## config.mk

```make
export PLATFORM = sky130hd
export DESIGN_NAME = ripemd128_hash
export DESIGN_NICKNAME = d
export VERILOG_FILES = /design/src/hw/rtl/rmd128_pkg.sv /design/src/hw/rtl/rmd128_ram.sv /design/src/hw/rtl/ripemd128_hash.sv
export SDC_FILE = /design/constraint.sdc
export NUM_CORES = 2
export LEC_CHECK = 0
export BUFFER_PORTS_ARGS = -buffer_cell sky130_fd_sc_hd__buf_2
export CAP_MARGIN = 0
export CELL_PAD_IN_SITES_DETAIL_PLACEMENT = 1
export CELL_PAD_IN_SITES_GLOBAL_PLACEMENT = 2
export CORE_ASPECT_RATIO = 1.4
export CORE_MARGIN = 2
export CORE_UTILIZATION = 30
export DETAILED_ROUTE_END_ITERATION = 7
export HOLD_SLACK_MARGIN = 0.06
export PLACE_DENSITY_LB_ADDON = 0.1
export RECOVER_POWER = 100
export SYNTH_ARGS = -nofsm -noshare
export SYNTH_HDL_FRONTEND = slang
export SYNTH_SLANG_ARGS = --single-unit
```

## constraint.sdc

```tcl
create_clock -name i_clk -period 31.1 [get_ports i_clk]
set_input_delay 4.665 -clock i_clk [delete_from_list [all_inputs] [get_ports i_clk]]
set_output_delay 4.665 -clock i_clk [all_outputs]
set_load 0.02 [all_outputs]
```

## src/hw/rtl/rmd128_pkg.sv

```systemverilog
// Shared types, constants and round functions of the RIPEMD-128 hash engine.
// No dependencies.
`timescale 1ns / 1ps

package rmd128_pkg;

    localparam int BYTE_W    = 8;
    localparam int WORD_W    = 32;
    localparam int IDX_W     = 2;
    localparam int BLK_WORDS = 16;
    localparam int STEPS     = 64;

    typedef enum logic [4:0] {
        S_IDLE = 5'b00001,
        S_LOAD = 5'b00010,
        S_COMP = 5'b00100,
        S_FIN  = 5'b01000,
        S_OUT  = 5'b10000
    } t_state;

    localparam logic [3:0] LIDX [STEPS] = '{
        4'd0, 4'd1, 4'd2, 4'd3, 4'd4, 4'd5, 4'd6, 4'd7,
        4'd8, 4'd9, 4'd10, 4'd11, 4'd12, 4'd13, 4'd14, 4'd15,
        4'd7, 4'd4, 4'd13, 4'd1, 4'd10, 4'd6, 4'd15, 4'd3,
        4'd12, 4'd0, 4'd9, 4'd5, 4'd2, 4'd14, 4'd11, 4'd8,
        4'd3, 4'd10, 4'd14, 4'd4, 4'd9, 4'd15, 4'd8, 4'd1,
        4'd2, 4'd7, 4'd0, 4'd6, 4'd13, 4'd11, 4'd5, 4'd12,
        4'd1, 4'd9, 4'd11, 4'd10, 4'd0, 4'd8, 4'd12, 4'd4,
        4'd13, 4'd3, 4'd7, 4'd15, 4'd14, 4'd5, 4'd6, 4'd2
    };

    localparam logic [3:0] LROT [STEPS] = '{
        4'd11, 4'd14, 4'd15, 4'd12, 4'd5, 4'd8, 4'd7, 4'd9,
        4'd11, 4'd13, 4'd14, 4'd15, 4'd6, 4'd7, 4'd9, 4'd8,
        4'd7, 4'd6, 4'd8, 4'd13, 4'd11, 4'd9, 4'd7, 4'd15,
        4'd7, 4'd12, 4'd15, 4'd9, 4'd11, 4'd7, 4'd13, 4'd12,
        4'd11, 4'd13, 4'd6, 4'd7, 4'd14, 4'd9, 4'd13, 4'd15,
        4'd14, 4'd8, 4'd13, 4'd6, 4'd5, 4'd12, 4'd7, 4'd5,
        4'd11, 4'd12, 4'd14, 4'd15, 4'd14, 4'd15, 4'd9, 4'd8,
        4'd9, 4'd14, 4'd5, 4'd6, 4'd8, 4'd6, 4'd5, 4'd12
    };

    localparam logic [3:0] RIDX [STEPS] = '{
        4'd5, 4'd14, 4'd7, 4'd0, 4'd9, 4'd2, 4'd11, 4'd4,
        4'd13, 4'd6, 4'd15, 4'd8, 4'd1, 4'd10, 4'd3, 4'd12,
        4'd6, 4'd11, 4'd3, 4'd7, 4'd0, 4'd13, 4'd5, 4'd10,
        4'd14, 4'd15, 4'd8, 4'd12, 4'd4, 4'd9, 4'd1, 4'd2,
        4'd15, 4'd5, 4'd1, 4'd3, 4'd7, 4'd14, 4'd6, 4'd9,
        4'd11, 4'd8, 4'd12, 4'd2, 4'd10, 4'd0, 4'd4, 4'd13,
        4'd8, 4'd6, 4'd4, 4'd1, 4'd3, 4'd11, 4'd15, 4'd0,
        4'd5, 4'd12, 4'd2, 4'd13, 4'd9, 4'd7, 4'd10, 4'd14
    };

    localparam logic [3:0] RROT [STEPS] = '{
        4'd8, 4'd9, 4'd9, 4'd11, 4'd13, 4'd15, 4'd15, 4'd5,
        4'd7, 4'd7, 4'd8, 4'd11, 4'd14, 4'd14, 4'd12, 4'd6,
        4'd9, 4'd13, 4'd15, 4'd7, 4'd12, 4'd8, 4'd9, 4'd11,
        4'd7, 4'd7, 4'd12, 4'd7, 4'd6, 4'd15, 4'd13, 4'd11,
        4'd9, 4'd7, 4'd15, 4'd11, 4'd8, 4'd6, 4'd6, 4'd14,
        4'd12, 4'd13, 4'd5, 4'd14, 4'd13, 4'd13, 4'd7, 4'd5,
        4'd15, 4'd5, 4'd8, 4'd11, 4'd14, 4'd14, 4'd6, 4'd14,
        4'd6, 4'd9, 4'd12, 4'd9, 4'd12, 4'd5, 4'd15, 4'd8
    };

    localparam logic [WORD_W-1:0] KL [4] = '{
        32'h00000000, 32'h5a827999, 32'h6ed9eba1, 32'h8f1bbcdc
    };
    localparam logic [WORD_W-1:0] KR [4] = '{
        32'h50a28be6, 32'h5c4dd124, 32'h6d703ef3, 32'h00000000
    };
    localparam logic [WORD_W-1:0] IV [4] = '{
        32'h67452301, 32'hefcdab89, 32'h98badcfe, 32'h10325476
    };

    function automatic logic [WORD_W-1:0] rotl32(input logic [WORD_W-1:0] x,
                                                 input logic [3:0] s);
        logic [2*WORD_W-1:0] w;
        w = {x, x} << s;
        return w[2*WORD_W-1:WORD_W];
    endfunction

    function automatic logic [WORD_W-1:0] bool_fn(input logic [1:0] sel,
                                                  input logic [WORD_W-1:0] x,
                                                  input logic [WORD_W-1:0] y,
                                                  input logic [WORD_W-1:0] z);
        logic [WORD_W-1:0] f;
        case (sel)
            2'd0: f = x ^ y ^ z;
            2'd1: f = (x & y) | (~x & z);
            2'd2: f = (x | ~y) ^ z;
            default: f = (x & z) | (y & ~z);
        endcase
        return f;
    endfunction

endpackage

```

## src/hw/rtl/rmd128_ram.sv

```systemverilog
// Generic RAM: one write port, two read ports with registered read data.
// No dependencies.
`timescale 1ns / 1ps

module rmd128_ram #(
    parameter int WIDTH = 32,
    parameter int DEPTH = 16,
    localparam int AW = $clog2(DEPTH)
) (
    input  logic             i_clk,
    input  logic             i_we,
    input  logic [AW-1:0]    i_waddr,
    input  logic [WIDTH-1:0] i_wdata,
    input  logic [AW-1:0]    i_raddr_a,
    input  logic [AW-1:0]    i_raddr_b,
    output logic [WIDTH-1:0] o_rdata_a,
    output logic [WIDTH-1:0] o_rdata_b
);

    logic [WIDTH-1:0] mem [DEPTH];

    always_ff @(posedge i_clk) begin
        if (i_we) begin
            mem[i_waddr] <= i_wdata;
        end
        o_rdata_a <= mem[i_raddr_a];
        o_rdata_b <= mem[i_raddr_b];
    end

endmodule

```

## src/hw/rtl/ripemd128_hash.sv

```systemverilog
// RIPEMD-128 hash engine: block RAM, two-line round datapath; needs rmd128_pkg, rmd128_ram.
// Absorb beats take one byte each; a full block then stalls input through a load, 64 steps and
// a chain update. Finish: the same pass (twice when more than 55 bytes pend), then 4 digest
// beats, one per cycle without output stall.
// Synchronous active-low reset loads the initial chain and clears the counters; the block RAM
// is not cleared, a word fill count masks unwritten words.
`timescale 1ns / 1ps

module ripemd128_hash (
    input  logic                            i_clk,
    input  logic                            i_rst_n,
    input  logic                            i_valid,
    input  logic                            i_op,
    input  logic [rmd128_pkg::BYTE_W-1:0]   i_data_byte,
    output logic                            o_stall,
    output logic                            o_valid,
    output logic [rmd128_pkg::WORD_W-1:0]   o_digest_word,
    output logic [rmd128_pkg::IDX_W-1:0]    o_word_index,
    output logic                            o_last_word,
    input  logic                            i_stall
);

    import rmd128_pkg::*;

    t_state              r_state, n_state;
    logic [5:0]          r_step;
    logic [63:0]         r_cnt;
    logic [WORD_W-1:0]   r_acc;
    logic [4:0]          r_fill;
    logic                r_final;
    logic                r_fin_pend;
    logic [IDX_W-1:0]    r_oidx;
    logic [WORD_W-1:0]   r_chain [4];
    logic [WORD_W-1:0]   r_a, r_b, r_c, r_d;
    logic [WORD_W-1:0]   r_a2, r_b2, r_c2, r_d2;

    logic                in_acc;
    logic [5:0]          pos;
    logic [WORD_W-1:0]   byte_sh, pad_sh, wdata;
    logic                we;
    logic [5:0]          nstep;
    logic [WORD_W-1:0]   rdata_a, rdata_b;
    logic [63:0]         bitlen;
    logic [3:0]          l_idx, r_idx;
    logic [WORD_W-1:0]   xl, xr, tl, tr;
    logic [1:0]          rnd;

    assign in_acc  = i_valid && (r_state == S_IDLE);
    assign pos     = r_cnt[5:0];
    assign byte_sh = {{(WORD_W-BYTE_W){1'b0}}, i_data_byte} << {pos[1:0], 3'b000};
    assign pad_sh  = {{(WORD_W-BYTE_W){1'b0}}, 8'h80} << {pos[1:0], 3'b000};
    assign wdata   = r_acc | (i_op ? pad_sh : byte_sh);
    assign we      = in_acc && (i_op || (pos[1:0] == 2'd3));
    assign nstep   = (r_state == S_COMP) ? r_step + 6'd1 : 6'd0;
    assign bitlen  = {r_cnt[60:0], 3'b000};

    rmd128_ram #(
        .WIDTH (WORD_W),
        .DEPTH (BLK_WORDS)
    ) u_blk (
        .i_clk     (i_clk),
        .i_we      (we),
        .i_waddr   (pos[5:2]),
        .i_wdata   (wdata),
        .i_raddr_a (LIDX[nstep]),
        .i_raddr_b (RIDX[nstep]),
        .o_rdata_a (rdata_a),
        .o_rdata_b (rdata_b)
    );

    function automatic logic [WORD_W-1:0] blk_word(input logic [3:0] idx,
                                                   input logic [WORD_W-1:0] rd,
                                                   input logic fin,
                                                   input logic [4:0] fill,
                                                   input logic [63:0] len);
        logic [WORD_W-1:0] v;
        if (fin && (idx == 4'd14)) begin
            v = len[31:0];
        end else if (fin && (idx == 4'd15)) begin
            v = len[63:32];
        end else if ({1'b0, idx} < fill) begin
            v = rd;
        end else begin
            v = '0;
        end
        return v;
    endfunction

    assign l_idx = LIDX[r_step];
    assign r_idx = RIDX[r_step];
    assign rnd   = r_step[5:4];
    assign xl    = blk_word(l_idx, rdata_a, r_final, r_fill, bitlen);
    assign xr    = blk_word(r_idx, rdata_b, r_final, r_fill, bitlen);
    assign tl    = rotl32(r_a + bool_fn(rnd, r_b, r_c, r_d) + xl + KL[rnd], LROT[r_step]);
    assign tr    = rotl32(r_a2 + bool_fn(~rnd, r_b2, r_c2, r_d2) + xr + KR[rnd],
                          RROT[r_step]);

    always_comb begin
        n_state = r_state;
        case (r_state)
            S_IDLE: begin
                if (i_valid && (i_op || (pos == 6'd63))) begin
                    n_state = S_LOAD;
                end
            end
            S_LOAD: n_state = S_COMP;
            S_COMP: begin
                if (r_step == 6'd63) begin
                    n_state = S_FIN;
                end
            end
            S_FIN: begin
                if (r_final) begin
                    n_state = S_OUT;
                end else if (r_fin_pend) begin
                    n_state = S_LOAD;
                end else begin
                    n_state = S_IDLE;
                end
            end
            S_OUT: begin
                if (!i_stall && (r_oidx == 2'd3)) begin
                    n_state = S_IDLE;
                end
            end
            default: n_state = S_IDLE;
        endcase
    end

    always_ff @(posedge i_clk) begin
        if (!i_rst_n) begin
            r_state    <= S_IDLE;
            r_step     <= '0;
            r_cnt      <= '0;
            r_acc      <= '0;
            r_fill     <= '0;
            r_final    <= 1'b0;
            r_fin_pend <= 1'b0;
            r_oidx     <= '0;
            r_chain    <= IV;
        end else begin
            r_state <= n_state;
            case (r_state)
                S_IDLE: begin
                    if (in_acc) begin
                        if (!i_op) begin
                            r_cnt <= r_cnt + 64'd1;
                            if (pos[1:0] == 2'd3) begin
                                r_acc  <= '0;
                                r_fill <= {1'b0, pos[5:2]} + 5'd1;
                            end else begin
                                r_acc <= wdata;
                            end
                            r_final    <= 1'b0;
                            r_fin_pend <= 1'b0;
                        end else begin
                            r_acc      <= '0;
                            r_fill     <= {1'b0, pos[5:2]} + 5'd1;
                            r_final    <= (pos <= 6'd55);
                            r_fin_pend <= 1'b1;
                        end
                    end
                end
                S_LOAD: begin
                    r_step <= '0;
                    r_a    <= r_chain[0];
                    r_b    <= r_chain[1];
                    r_c    <= r_chain[2];
                    r_d    <= r_chain[3];
                    r_a2   <= r_chain[0];
                    r_b2   <= r_chain[1];
                    r_c2   <= r_chain[2];
                    r_d2   <= r_chain[3];
                end
                S_COMP: begin
                    r_step <= r_step + 6'd1;
                    r_a    <= r_d;
                    r_d    <= r_c;
                    r_c    <= r_b;
                    r_b    <= tl;
                    r_a2   <= r_d2;
                    r_d2   <= r_c2;
                    r_c2   <= r_b2;
                    r_b2   <= tr;
                end
                S_FIN: begin
                    r_chain[0] <= r_chain[1] + r_c + r_d2;
                    r_chain[1] <= r_chain[2] + r_d + r_a2;
                    r_chain[2] <= r_chain[3] + r_a + r_b2;
                    r_chain[3] <= r_chain[0] + r_b + r_c2;
                    r_fill     <= '0;
                    r_oidx     <= '0;
                    if (!r_final && r_fin_pend) begin
                        r_final <= 1'b1;
                    end
                end
                S_OUT: begin
                    if (!i_stall) begin
                        r_oidx <= r_oidx + 2'd1;
                        if (r_oidx == 2'd3) begin
                            r_chain    <= IV;
                            r_cnt      <= '0;
                            r_acc      <= '0;
                            r_fill     <= '0;
                            r_final    <= 1'b0;
                            r_fin_pend <= 1'b0;
                        end
                    end
                end
                default: ;
            endcase
        end
    end

    assign o_stall       = (r_state != S_IDLE);
    assign o_valid       = (r_state == S_OUT);
    assign o_digest_word = r_chain[r_oidx];
    assign o_word_index  = r_oidx;
    assign o_last_word   = (r_oidx == 2'd3);

endmodule

```

Yosys cells after proc, flatten, opt, wreduce, memory -nomap -nowiden
Memory sizes are Yosys's and may differ from the RTL's. A register that Yosys moved wholly into a read port is not among the register bits.
Cells that the tools add are included.
Widths: inputs -> output; s select.
- add/subtract/negate cells: 18
- $lt $le $gt $ge: 7
- eq/ne operators: 27
- shift-type cells: 4
- mux-type cells: 79
- bitwise gates (word level): 32
- reduce and logical (&&, ||, !) cells: 27
- operators by type and width (operator ; count):
    $mux 32 ; 18
    $pmux 32 s2 ; 9
    $add 32x32->32 ; 14
    $and 32x32->32 ; 8
    $mux 128 ; 2
    $mux 64 ; 4
    $pmux 128 s2 ; 1
    $or 32x32->32 ; 7
    $bmux 32 s2 ; 3
    $not 32->32 ; 6
    $pmux 32 s3 ; 2
    $xor 32x32->32 ; 6
    $pmux 64 s2 ; 1
    $shl 64x4->64 ; 2
    $add 64x1->64 const B ; 1
    $mux 4 ; 12
    $mux 5 ; 9
    $shl 8x5->32 ; 1
    $shl 8x5->32 const A ; 1
    $pmux 5 s5 ; 1
    $eq 4x4->1 const B ; 4
    $pmux 5 s3 ; 1
    $reduce_and 5->1 ; 3
    $ge 7x7->1 const B ; 2
    other kinds (37) ; 76
- bits in registers: 500
- RAM bits: 512
- bits in read-only memories: 1536
- input port bits: 13
- output and inout bits: 37
- word-level logic and storage cells: 221
- memories kept: 7
- memory list (name ; words ; bits a word ; rd ports ; clocked after memory_dff ; wr ports ; RTL line ; text):
    u_blk.mem ; 16 ; 32 ; 2 ; 2 ; 1 ; rmd128_ram.sv:20 ; logic [WIDTH-1:0] mem [DEPTH];
    (name not given) ; 64 ; 4 ; 1 ; 0 ; 0 ; ripemd128_hash.sv:96 ; RROT[r_step]);
    (name not given) ; 64 ; 4 ; 1 ; 0 ; 0 ; ripemd128_hash.sv:94 ; assign tl = rotl32(r_a + bool_fn(rnd, r_b, r_c, r_d) + xl + KL[rnd], LROT[r_step]);
    (name not given) ; 64 ; 4 ; 1 ; 0 ; 0 ; ripemd128_hash.sv:90 ; assign r_idx = RIDX[r_step];
    (name not given) ; 64 ; 4 ; 1 ; 0 ; 0 ; ripemd128_hash.sv:89 ; assign l_idx = LIDX[r_step];
    (name not given) ; 64 ; 4 ; 1 ; 0 ; 0 ; ripemd128_hash.sv:66 ; .i_raddr_b (RIDX[nstep]),
    +1 memories ; - ; - ; - ; - ; - ; - ;

Logic depth before layout (Yosys ltp)
- word-level depth: 12
- depth in mapped cells: 34
- mapped depth without buffers: 30

Modules after synthesis
From an unflattened synthesis, not the netlist that was laid out.
- cell total of the unflattened synthesis: 6575
- area, all modules: 70450.1 µm²
- by module, submodules not included (module ; times used ; cells an instance ; area an instance (µm²) ; seq. area each (µm²)):
    ripemd128_hash ; 1 ; 5434 ; 46261.9 ; 12512.0
    rmd128_ram ; 1 ; 1141 ; 24188.2 ; 16656.0

Worst setup path before layout
No wires, ideal clock.
- path type: input-to-reg
- from: in i_rst_n
- to: reg r_a2[0], enable pin
- library setup time: 878 ps
- arrival: 16065 ps
- data required time: 30222 ps
- setup slack: 14157 ps
- stages: 5
- buffers on the path: 3
- path through: clkbuf_1 > inv_2 > clkbuf_1 > buf_1 > nor2_1
- word-level cells in the longest chain between the ends: 1
- RTL lines (element ; RTL line ; text):
    from (decl) ; ripemd128_hash.sv:11 ; input logic i_rst_n,
    $reduce_and 2->1 (no line) ; - ;
    to (signal assigned) ; ripemd128_hash.sv:170 ; r_a2 <= r_chain[0];
    to (signal assigned) ; ripemd128_hash.sv:181 ; r_a2 <= r_d2;
    to (decl) ; ripemd128_hash.sv:35 ; logic [WORD_W-1:0] r_a2, r_b2, r_c2, r_d2;
No other way between the ends.
A chain may end at the register's enable or synchronous reset.

Worst setup path in the final report
- from: in i_rst_n
- to: reg r_a[29], enable pin
- word-level cells in the longest chain between the ends: 1
- RTL lines (element ; RTL line ; text):
    $reduce_and 2->1 (no line) ; - ;
    to (signal assigned) ; ripemd128_hash.sv:166 ; r_a <= r_chain[0];
    to (signal assigned) ; ripemd128_hash.sv:177 ; r_a <= r_d;
    to (decl) ; ripemd128_hash.sv:34 ; logic [WORD_W-1:0] r_a, r_b, r_c, r_d;
No other way between the ends.

==> impl_table.tex <==
\begin{tabular}{lr}
\hline
Metric & Value \\
\hline
\multicolumn{2}{l}{\textbf{Run status}} \\
Status & finished, violations left \\
Violations in the final reports & capacitance limit, slew limit \\
\multicolumn{2}{l}{\textbf{Global route}} \\
Total congestion overflow & 0 \\
Global-route wire length before repair & around 450 mm \\
Number of antenna violations at the first check in global routing & 20 \\
Overall routing resource usage & 0.253 \\
Via count of the first global-routing pass & roughly 60000 \\
Maximum number of pins on one net before global-route repair & approximately 120 \\
\multicolumn{2}{l}{\textbf{Placement}} \\
PortBufs & 49 \\
Placed inst area & around 77000 um2 \\
Worst-case setup slack after placement & 21260 ps \\
Hpwl dp & 229 mm \\
Routability cong. & 0.899 \\
\multicolumn{2}{l}{\textbf{Timing}} \\
Count of final setup violators & 0 \\
Worst slew margin & -3.75 \\
Maximum clock frequency & around 58 MHz \\
RSZ-0062 raised after global routing & false \\
Least-Margin Pin Slew & approximately 7000 ps \\
Post-route fraction of the period consumed by the critical path & 0.556 \\
Min Clock Period, post-route & between 15000 and 20000 ps \\
Total count of hold-check failures in the final report & 0 \\
Setup clock skew after layout & 69.8 ps \\
Worst Setup Slack, final & 13820 ps \\
Total negative setup slack & 0 ps \\
Count of pins over their slew limit & 1751 \\
Hold Slack & between 400 and 500 ps \\
\multicolumn{2}{l}{\textbf{Floorplan}} \\
Starting density of the core & 0.301 \\
Chip width & 420 um \\
Core region area & 242000 um2 \\
Die Ht & 587 um \\
Number of placement rows & approximately 210 \\
I/O pins & 50 \\
Die area & about 250000 um2 \\
\multicolumn{2}{l}{\textbf{Final layout}} \\
Area of combinational cells with multiple inputs & 41000 um2 \\
Most frequent cells in the layout & sky130\_fd\_sc\_hd\_\_nand2\_1, sky130\_fd\_sc\_hd\_\_edfxtp\_1, sky130\_fd\_sc\_hd\_\_mux2i\_1, sky130\_fd\_sc\_hd\_\_o21ai\_0, sky130\_fd\_sc\_hd\_\_nor2\_1 \\
Post-route design area & between 80000 and 90000 um2 \\
Final net count & between 7000 and 8000 \\
Share of post-route cells with drive strength above 1 & 0.0872 \\
Area taken by flip-flops and latches & 29200 um2 \\
Layout overhead on the synthesized area & 11.1\% \\
Most common cell after layout, fill and taps aside & sky130\_fd\_sc\_hd\_\_nand2\_1 \\
Fillers & $\sim$27000 \\
\multicolumn{2}{l}{\textbf{Logic synthesis}} \\
Unique masters post-synth & 97 \\
Yosys warning total & 0 \\
\#FFs+latches synth & 1073 \\
Simple-gate share of the synthesized area & 0.105 \\
Part of the Yosys area used for sequential elements & 0.401 \\
Count of flip-flops with a built-in enable after synthesis & roughly 770 \\
Adder-Cell Fraction of Synth Area & 0.117 \\
Synthesized instance count & 6899 \\
Post-Synthesis Net Count & roughly 7400 \\
Share of the synthesized netlist area taken by xor and xnor gates & 0.0350 \\
Async S/R FF share, synth & 0 \\
Syn\_area\_per\_cell & 10.6 um2 \\
Primary flip-flop cell chosen by synthesis mapping & sky130\_fd\_sc\_hd\_\_edfxtp\_1 \\
Combinational family with the most area after synthesis & multiplexers \\
Mapped Area & 72800 um2 \\
Mux share of post-synthesis cell area & 0.158 \\
Share of the synthesized area in compound gates (AO/OA/AOI/OAI) & 0.145 \\
\multicolumn{2}{l}{\textbf{CTS}} \\
Hold buffer count at CTS & 0 \\
Clock network latency to the later pin of the worst-skew pair & 840 ps \\
Number of post-CTS setup repair buffers & 0 \\
TritonCTS buffer count & 139 \\
Number of clock sinks & 1073 \\
Clock transition time at the flip-flop clock pins of the worst setup and hold paths & 60 ps \\
\# H-tree levels & 4 \\
Clock Path Buffers & 4 \\
Clock tree from TritonCTS & built \\
Clock root buffer & sky130\_fd\_sc\_hd\_\_clkbuf\_16 \\
Quantity of gates resized following cts & 0 \\
\multicolumn{2}{l}{\textbf{Critical path}} \\
Destination of the worst register-to-register timing path & u\_blk.o\_rdata\_b[23]\$\_DFF\_P\_ \\
CP max FO & 104 \\
Endpoint arrival time on the critical path & roughly 18000 ps \\
Launching element type of the critical path & input port \\
Cells along the critical path & clkbuf\_1 -> clkinvlp\_2 -> nor2\_1 -> clkbuf\_1 -> clkbuf\_1 \\
Delay of the slowest cell on the worst path & 5010 ps \\
Required @ worst endpoint & 31320 ps \\
Slowest stage cell, crit path & sky130\_fd\_sc\_hd\_\_clkbuf\_1 \\
Crit path top cell by count & sky130\_fd\_sc\_hd\_\_clkbuf\_1 \\
Category of the critical setup timing path & in2reg \\
Endpoint kind of the worst setup timing path & flip-flop \\
Length in cells of the worst reg-to-reg path & 16 \\
FF-to-FF setup slack & 15230 ps \\
Launch point of the worst reg-to-reg path & r\_step[0]\$\_SDFFE\_PN0N\_ \\
\multicolumn{2}{l}{\textbf{Power}} \\
Sum of internal, switching and leakage power & 3800 uW \\
Gate power share & 0.155 \\
Leakage component of the power & 0.0324 uW \\
Max IR drop VDD & 0.0379 mV \\
Relative contribution of sequential cells to total power & 0.418 \\
Power density over the cells & 47.0 nW/um2 \\
Net switching power & 1090 uW \\
Clock network power share & 0.427 \\
Power Internal & around 2700 uW \\
Switching Share & 0.287 \\
\multicolumn{2}{l}{\textbf{Hold path}} \\
Launch point of the worst hold path & r\_fill[1]\$\_SDFFE\_PN0P\_ \\
Hold Path End & r\_fill[1]\$\_SDFFE\_PN0P\_ \\
Hold Crit Depth & 2 \\
Hold/Removal Path Class & reg2reg \\
\multicolumn{2}{l}{\textbf{Routing}} \\
Number of vias per cell & 5.56 \\
Wire length the detailed router placed on met1 & 130 mm \\
Length of routed met3 wiring & a little over 9 mm \\
TritonRoute pass-1 iters & 5 \\
Overall via count from detail\_route & 56600 \\
Number of nets with antenna violations after routing & 0 \\
WL final & about 320 mm \\
Total DRC errors in the routed layout & 0 \\
Wire per inst & 31.1 um \\
Routed length on met2 & 163 mm \\
DRT iter0 DRCs & 3712 \\
Max Used Layer & met5 \\
\multicolumn{2}{l}{\textbf{Run}} \\
Reported max-cap violation count & 49 \\
\hline
\end{tabular}
-- sequential cells by signal (all words and copies together), names as in the netlist --
| name | flops |
|---|---|
| u_blk.mem | 512 |
| r_chain | 128 |
| r_cnt | 61 |
| r_a2 | 32 |
| r_a | 32 |
| r_acc | 32 |
| r_b2 | 32 |
| r_b | 32 |
| r_c2 | 32 |
| r_c | 32 |
| r_d2 | 32 |
| r_d | 32 |
| u_blk.o_rdata_a | 32 |
| u_blk.o_rdata_b | 32 |
| r_step | 6 |
| r_fill | 5 |
| r_state | 5 |
| o_word_index | 2 |
| r_fin_pend | 1 |
| r_final | 1 |
-- layer usage --
metal | vias to the layer above | GRT usage
met3 | 456 | 0.0208
li1 | 25400 | -
met5 | - | 0
met2 | 1093 | 0.458
met4 | 6 | 0.104
met1 | 29600 | 0.306
-- per-stage QoR --
step	util	cells
floorplan	-	6899
global placement	0.318	9925
detailed placement	0.318	9925
CTS	0.336	10200
global route	0.334	10200
finish	0.334	10200
-- critical path, delay by kind of cell --
| kind | cells | cell delay (ps) |
|---|---|---|
| and+or+nand+nor | 1 | 690 |
| buffers and inverters | 4 | 11570 |
-- area by class of cell --
type	count	share of cell area
antenna	4	0.000124
clock buffer	200	0.0487
clock inverter	41	0.00555
inverter	299	0.0139
multi-input combinational	5123	0.507
sequential	1073	0.361
tap	3240	0.0501
timing repair buffer	190	0.0136
-- power groups by stage --
stage	Clock, uW	Sequential [uW]	Combinational (uW)
floorplan	0	1600	387
global placement	0	1610	589
detailed placement	0	1610	592
CTS	1660	1580	596
global route	1710	1590	642
finish	1620	1590	591
-- synth_stat cells (135+ instances only) --
cell type,number,share of area
sky130_fd_sc_hd__xnor2_1,146,0.018
sky130_fd_sc_hd__o21ai_0,464,0.032
sky130_fd_sc_hd__xor2_1,135,0.016
sky130_fd_sc_hd__ha_1,288,0.049
sky130_fd_sc_hd__a21oi_1,322,0.022
sky130_fd_sc_hd__mux2i_1,712,0.098
sky130_fd_sc_hd__dfxtp_1,305,0.084
sky130_fd_sc_hd__mux4_2,169,0.052
sky130_fd_sc_hd__nor2_1,396,0.020
sky130_fd_sc_hd__nand2_1,829,0.043
sky130_fd_sc_hd__fa_1,247,0.068
sky130_fd_sc_hd__edfxtp_1,768,0.32
sky130_fd_sc_hd__clkbuf_1,222,0.011
sky130_fd_sc_hd__inv_1,293,0.015
-- how the worst max path moves through the flow --
stage / slack (ps) / cells past startpoint / end / start
after global placement: 21340 / 31 / r_b2[1]$_DFFE_PP_ / r_step[0]$_SDFFE_PN0N_
after global routing: 12970 / 16 / u_blk.o_rdata_b[23]$_DFF_P_ / r_step[0]$_SDFFE_PN0N_
after detailed placement: 21260 / 31 / r_b2[9]$_DFFE_PP_ / r_step[0]$_SDFFE_PN0N_
after CTS: 21150 / 31 / r_b2[1]$_DFFE_PP_ / r_step[0]$_SDFFE_PN0N_
after floorplan: 14160 / 5 / r_a2[0]$_DFFE_PP_ / i_rst_n
final: 13820 / 5 / r_a[29]$_DFFE_PP_ / i_rst_n
-- logic make-up after synthesis --
group / after synthesis
compound gates: 1648
fa+ha+maj: 535
flops: 1073
buf+inv: 703
simple gates: 1726
mux: 929
xor+xnor: 285
(Power assumes the default switching activity.)
